File: config.mk
export PLATFORM = sky130hd
export DESIGN_NAME = nrrb_cmd_queue
export DESIGN_NICKNAME = d
export VERILOG_FILES = /design/src/hw/rtl/nrrb_pkg.sv /design/src/hw/rtl/nrrb_cmd_queue.sv
export SDC_FILE = /design/constraint.sdc
export NUM_CORES = 1
export LEC_CHECK = 0
export ABC_AREA = 1
export BUFFER_PORTS_ARGS = -buffer_cell sky130_fd_sc_hd__buf_2
export CORE_ASPECT_RATIO = 1.2
export CORE_MARGIN = 2
export CORE_UTILIZATION = 40
export DETAILED_ROUTE_END_ITERATION = 8
export GPL_TIMING_DRIVEN = 0
export PLACE_DENSITY_LB_ADDON = 0.2
export SYNTH_ARGS = -nofsm -noshare
export SYNTH_HDL_FRONTEND = slang
export SYNTH_SLANG_ARGS = --single-unit
File: constraint.sdc
create_clock -name clk -period 4.23 [get_ports clk]
set_input_delay 0.2115 -clock clk [delete_from_list [all_inputs] [get_ports clk]]
set_output_delay 0.2115 -clock clk [all_outputs]
set_load 0.005 [all_outputs]
File: src/hw/rtl/nrrb_pkg.sv
// ----------------------------------------------------------------------------
// nrrb_pkg
// Shared types, constants and codes of the round-robin NAT balancer.
// ----------------------------------------------------------------------------
package nrrb_pkg;

	// default sizes
	localparam int unsigned FLOW_ENTRIES_DEF = 64;
	localparam int unsigned SERVER_COUNT_DEF = 4;
	localparam int unsigned SERVER_REGS      = 4;
	localparam int unsigned SRV_W            = 2;
	localparam int unsigned QUEUE_DEPTH      = 2;

	// configuration port geometry
	localparam int unsigned APB_ADDR_W  = 5;
	localparam int unsigned APB_DATA_W  = 32;
	localparam int unsigned REG_IDX_LSB = 2;

	typedef logic [31:0] addr_t;
	typedef logic [15:0] port_t;

	// protocol and direction codes
	localparam logic [7:0] UDP_PROTO   = 8'd17;
	localparam logic       OP_INBOUND  = 1'b0;
	localparam logic       OP_OUTBOUND = 1'b1;

	// verdict codes
	localparam logic [1:0] VERDICT_ACCEPT  = 2'd0;
	localparam logic [1:0] VERDICT_REWRITE = 2'd1;
	localparam logic [1:0] VERDICT_DROP    = 2'd2;

	// register reset values
	localparam addr_t PUBLIC_ADDRESS_RST = 32'h9898_0015;
	localparam port_t PUBLIC_PORT_RST    = 16'h1F90;
	localparam addr_t SERVER_ADDR_0_RST  = 32'hC0A8_0101;
	localparam addr_t SERVER_ADDR_1_RST  = 32'hC0A8_0201;
	localparam addr_t SERVER_ADDR_2_RST  = 32'hC0A8_0301;
	localparam addr_t SERVER_ADDR_3_RST  = 32'hC0A8_0401;

	// register map indexes
	typedef enum logic [2:0] {
		REG_PUBLIC_ADDRESS = 3'd0,
		REG_PUBLIC_PORT    = 3'd1,
		REG_SERVER_ADDR_0  = 3'd2,
		REG_SERVER_ADDR_1  = 3'd3,
		REG_SERVER_ADDR_2  = 3'd4,
		REG_SERVER_ADDR_3  = 3'd5
	} cfg_reg_t;

	// packet header transaction
	typedef struct packed {
		logic       op;
		logic       on_client_side;
		addr_t      src_addr;
		addr_t      dst_addr;
		logic [7:0] protocol;
		port_t      src_port;
		port_t      dst_port;
	} pkt_t;

	// verdict transaction
	typedef struct packed {
		logic [1:0] verdict;
		addr_t      new_addr;
		logic       flow_created;
	} res_t;

	// live configuration
	typedef struct packed {
		addr_t                        public_address;
		port_t                        public_port;
		logic [SERVER_REGS-1:0][31:0] server_addr;
	} cfg_t;

	// classified work handed from front to back
	typedef enum logic [1:0] {
		CMD_ACCEPT,
		CMD_DROP,
		CMD_LOOKUP_IN,
		CMD_LOOKUP_OUT
	} cmd_kind_t;

	typedef struct packed {
		cmd_kind_t kind;
		addr_t     key_addr;
		port_t     key_port;
	} cmd_t;

	// queue status toward the back end
	typedef struct packed {
		logic vld;
		cmd_t cmd;
	} queue_head_t;

	// one flow table entry
	typedef struct packed {
		addr_t client_addr;
		port_t cli_port;
		addr_t server_addr;
	} flow_entry_t;

	typedef enum logic {
		BE_IDLE,
		BE_SEARCH
	} be_state_t;

endpackage

File: src/hw/rtl/nrrb_cmd_queue.sv
// ----------------------------------------------------------------------------
// nrrb_cmd_queue
// Short FIFO of classified commands between front and back end.
// ----------------------------------------------------------------------------
module nrrb_cmd_queue (
	input  logic                  clk,
	input  logic                  arst_n,
	input  logic                  push,
	input  nrrb_pkg::cmd_t        push_cmd,
	output logic                  ready,
	input  logic                  pop,
	output nrrb_pkg::queue_head_t head
);

	localparam int unsigned DEPTH = nrrb_pkg::QUEUE_DEPTH;
	localparam int unsigned PTR_W = (DEPTH > 1) ? $clog2(DEPTH) : 1;
	localparam int unsigned CNT_W = $clog2(DEPTH + 1);

	nrrb_pkg::cmd_t   slot_q [DEPTH];
	logic [PTR_W-1:0] wr_ptr_q;
	logic [PTR_W-1:0] rd_ptr_q;
	logic [CNT_W-1:0] cnt_q;

	assign ready    = cnt_q != CNT_W'(DEPTH);
	assign head.vld = cnt_q != '0;
	assign head.cmd = slot_q[rd_ptr_q];

	// storage
	always_ff @(posedge clk) begin
		if (push) begin
			slot_q[wr_ptr_q] <= push_cmd;
		end
	end

	// pointers and fill level
	always_ff @(posedge clk or negedge arst_n) begin
		if (!arst_n) begin
			wr_ptr_q <= '0;
			rd_ptr_q <= '0;
			cnt_q    <= '0;
		end else begin
			if (push) begin
				wr_ptr_q <= (wr_ptr_q == PTR_W'(DEPTH - 1)) ? '0 : wr_ptr_q + PTR_W'(1);
			end
			if (pop) begin
				rd_ptr_q <= (rd_ptr_q == PTR_W'(DEPTH - 1)) ? '0 : rd_ptr_q + PTR_W'(1);
			end
			case ({push, pop})
				2'b10:   cnt_q <= cnt_q + CNT_W'(1);
				2'b01:   cnt_q <= cnt_q - CNT_W'(1);
				default: cnt_q <= cnt_q;
			endcase
		end
	end

endmodule

* Yosys cells after proc, flatten, opt, wreduce, memory -nomap -nowiden
Memories as Yosys holds them, arrays and structs flattened.
Index checks and enable logic that the tools add are counted.
** Storage, ports and cells
- Input bits :: 54
- Bits in writable memories :: 100
- Register bits :: 4
- Word-level logic and storage cells :: 18
- Output and inout bits :: 52
- Memories kept :: 1
** Cells by class
- Mux-type cells :: 5
- Add/subtract/negate cells :: 4
- Equality and inequality tests :: 3
- Reductions and logical operators :: 2
** Memories
- slot_q :: depth 2, bits a word 50, read ports 1, clocked after memory_dff 0, wr ports 1, RTL line nrrb_cmd_queue.sv:19 : nrrb_pkg::cmd_t slot_q [DEPTH];
** Operator list (count)
- 1-bit 2-to-1 mux :: 4
- 2-bit case mux with 2 select lines :: 1
- 2-bit nonzero test :: 2
- 1-bit adder, second input constant :: 2
- 2-bit by 1-bit adder with 2-bit output, second input constant :: 1
- 2-bit by 1-bit equality test with 1-bit output, second input constant :: 1
- 2-bit equality test, second input constant :: 1
- 2-bit inequality test, second input constant :: 1
- 2-bit by 1-bit subtractor with 2-bit output, second input constant :: 1

* Logic depth before layout (Yosys ltp)
- Word-level depth :: 2
- Gate-level depth with buffers :: 7
- Depth with buffers taken out :: 7

* Worst setup path after synthesis
No wires, ideal clock.
- Path type :: register to register
- From :: reg wr_ptr_q
- To :: mem slot_q[0][0] (netlist name), enable pin
- Library setup time :: 0.459 ns
- Clock period less this slack :: 2.967 ns
- Data required time :: 3.771 ns
- Path buffers :: 0
- Arrival :: 2.508 ns
- Stages on the path, launching flop included :: 2
- Setup slack :: 1.263 ns
- Cells stage by stage :: dfrtp_1 -> nor2_1
** RTL lines
- start: declaration :: RTL line nrrb_cmd_queue.sv:20 : logic [PTR_W-1:0] wr_ptr_q;
- start signal: assignment :: RTL line nrrb_cmd_queue.sv:43 : wr_ptr_q <= (wr_ptr_q == PTR_W'(DEPTH - 1)) ? '0 : wr_ptr_q + PTR_W'(1);
- end: declaration :: RTL line nrrb_cmd_queue.sv:19
Straight into the memory's write port.

* Worst setup path in the final report
- From :: reg wr_ptr_q
- To :: mem slot_q[0][4] (netlist name), enable pin
Straight into the memory's write port.

==> run summary <==
Power
• 0.000318 V — worst vdd rail ir drop
• 635 nW/um^2 — Pwr per Cell Area
• 2.19 nW — P_leak

STA
• 0.545 — relative max-transition margin
• 0.383 — portion of the clock cycle consumed by the worst path in the final layout
• 618 MHz — fmax
• 0.00438 ns — Worst Skew
• 1.62 ns — Final Critical Period
• 0 ns — setup total negative slack
• 0.0596 ns — minimum hold slack
• no — unrepaired setup endpoints after global routing
• 0 — number of hold violations in the final report
• 0 — count of pins over their slew limit
• 0.681 ns — Tightest Pin Transition
• 0 — number of setup violations in the final report
• 2.61 ns — Final WS setup

Floorplan
• 11100 um^2 — Die Outline Area
• 40 — Cell Rows
• 0.409 — effective utilization at floorplan
• 10000 um^2 — total core area
• 115 um — die height
• 106 — number of ports placed on the die boundary
• 96.4 um — width of the die

Setup path
• reg -> reg — critical path type
• 1.65 ns — Crit path arrival time
• flop — startpoint kind of the worst setup timing path
• flop — endpoint class of the critical path
• simple AND/OR/NAND/NOR gates — crit-path leading delay family
• 1 — Buffers & Inverters on Critical Path
• 2.61 ns — flop-to-flop setup slack
• 30 — maximum fanout along the worst path
• 0.57 ns — maximum single-stage delay on the critical path
• sky130_fd_sc_hd__nor2_4 — highest-delay cell along the critical path
• 2 — count of cells along the worst register-to-register path
• 4.26 ns — required time of the critical path
• nor2_4 > buf_12 — cells traversed along the worst timing path
• slot_q[0][4] — capture point of the worst reg-to-reg path
• wr_ptr_q — R2R Path Start

Cells and area
• 894 — fillcell total
• 3100 um^2 — FF/Latch Area
• 0 — number of antenna cells inserted
• 0.419 — ratio of cells with drive above 1 in the final layout
• 534 — non-filler instance count after layout
• 459 — nets
• 24.3% — Layout area overhead
• 0.509 — final core area utilization
• 676 um^2 — area of the multi-input gates

Status
• finished clean — result of the run

Synth
• sky130_fd_sc_hd__edfxtp_1 73%, sky130_fd_sc_hd__o21ai_2 8.5%, sky130_fd_sc_hd__nand2_1 5.2%, sky130_fd_sc_hd__inv_1 5.1%, sky130_fd_sc_hd__buf_6 2.7% — largest cells by area after synthesis
• 340 — number of nets in the synthesized netlist
• 100 — EDFF count, synth
• 104 — register bit total from synthesis
• 4100 um^2 — Post-Synthesis Cell Area
• 285 — Cells after Synth
• sky130_fd_sc_hd__edfxtp_1 — cell with the most instances after synthesis
• 0.757 — Seq/Total Area, Yosys
• 100 x sky130_fd_sc_hd__edfxtp_1, 57 x sky130_fd_sc_hd__nand2_1, 56 x sky130_fd_sc_hd__inv_1 — ranking of synthesized cells by instance count
• 14.4 um^2 — Avg Inst Size Synth
• sky130_fd_sc_hd__edfxtp_1 — leading area contributor after synthesis
• 0.733 — fraction of synthesized cell area taken by the top area cell type
• sky130_fd_sc_hd__edfxtp_1 — Primary FF master, synth
• 0.0385 — FFs w/ async S/R, synth
• 0 — count of yosys warnings during synthesis
• 14 — count of unique library cells instantiated by Yosys

Min path
• in -> reg — type of the tightest min-delay check
• push_cmd[24] — worst hold path startpoint
• slot_q[1][24] — Worst Hold Path EP
• 1 — count of cells along the worst hold path

CTS
• 0.34 ns — clock insertion delay at the later pin of the skew report
• built — TritonCTS clock tree
• 2 — number of buffers on the longest clock path
• 1 — number of hold buffers added after cts
• 9 — total CTS buffers
• sky130_fd_sc_hd__clkbuf_16 — Root Buffer Master
• 0 — count of cells resized by post-cts repair
• 0.06 ns — Worst-path clk slew
• 104 — Clock Sink Count
• 0 — post-CTS setup buffer count
• 3 — number of H-tree levels

Run
• 0 — number of maximum-capacitance violations

Global route
• 0.134 — total global routing track utilization
• 10700 um — wire length of the first global-routing pass
• 2332 — via count of the first global-routing pass
• 2 — initial antenna violation count
• 0 — Congestion Overflow GR
• 31 — pin count of the biggest net entering global routing

Detailed routing
• 13.6 um — detail-routed net length per standard cell
• 140 — First DRT Iteration DRCs
• 2442 — total vias in the final route
• 4 — detailed-router iteration count before antenna repair
• 4.57 — detail-routed via count per cell
• 7290 um — DRT Wirelength
• 0 — DRC
• 0 — residual antenna-violating net count after detailed routing

Placement
• 0.696 — Routability Congestion
• 2.59 ns — setup slack at placement
• 518 — Placed Cells incl. Taps
• 4980 um — total half-perimeter wirelength after legalization and detailed placement
• 105 — count of port buffers added during placement

==> state kept, by name, indices dropped and copies added, names as in the netlist <==
signal / flops
cnt_q: 2
slot_q: 100
wr_ptr_q: 1
rd_ptr_q: 1
==> where the power goes <==
part	total [mW]	switching (mW)	internal [mW]	leakage, nW
sequential	1.42	0.0559	1.37	0.986
clock	0.719	0.327	0.393	0.127
combinational	1.09	0.622	0.467	1.08
==> per-layer routing <==
| metal | vias to the layer above | track usage | wire (um) |
|---|---|---|---|
| li1 | 1202 | - | - |
| met3 | 22 | 0.0413 | 401 |
| met1 | 1146 | 0.142 | 2780 |
| met5 | - | 0 | 21 |
| met4 | 4 | 0.0761 | 212 |
| met2 | 68 | 0.234 | 3880 |
==> stage by stage <==
step | power (mW) | instance area [um^2]
after floorplan | 2.12 | 4100
after global placement | 2.55 | 4780
after detailed placement | 2.58 | 4830
after CTS | 3.30 | 5090
after global routing | 3.45 | 5090
final | 3.23 | 5090
==> kinds of logic after synthesis <==
logic type | count (synthesis) | synth area share
AND/OR/NAND/NOR | 60 | 0.0559
buffers and inverters | 67 | 0.0797
adder cells (fa/ha/maj) | 1 | 0.00305
AO/OA/AOI/OAI | 50 | 0.0977
XOR/XNOR | 3 | 0.00641
flip-flops | 104 | 0.757
==> final cells by class <==
class,count,area share
plain buffers,11,0.0228
clock buffers,11,0.0457
clock inverters,4,0.00442
inverters,56,0.0413
multi-input cells,114,0.133
flip-flops and latches,104,0.609
well taps,126,0.0310
repair buffers,108,0.113
==> cells in the final DEF, fill, tap and decap left out, drive strengths merged <==
| master | synthesis | routed |
|---|---|---|
| dlygate4sd3 | 0 | 1 |
| xnor2 | 1 | 1 |
| clkinv | 0 | 4 |
| nand4 | 1 | 1 |
| o21ai | 50 | 50 |
| nand3 | 1 | 1 |
| nor2 | 1 | 1 |
| inv | 56 | 56 |
| nand2 | 57 | 57 |
| clkbuf | 1 | 12 |
| dfrtp | 4 | 4 |
| xor2 | 2 | 2 |
| buf | 10 | 117 |
| edfxtp | 100 | 100 |
| ha | 1 | 1 |
==> worst max-delay path by stage <==
stage / start / end / slack [ns] / cells past startpoint
2_1_floorplan: wr_ptr_q / slot_q[0][0] / 1.26 / 1
3_3_place_gp: wr_ptr_q / slot_q[0][14] / -0.09 / 1
3_5_place_dp: wr_ptr_q / slot_q[0][8] / 2.59 / 2
4_1_cts: rd_ptr_q / head[43] / 2.58 / 3
5_1_grt: rd_ptr_q / head[49] / 2.52 / 3
6_report: wr_ptr_q / slot_q[0][4] / 2.61 / 2
No activity file was read; power rests on OpenSTA's default activity.
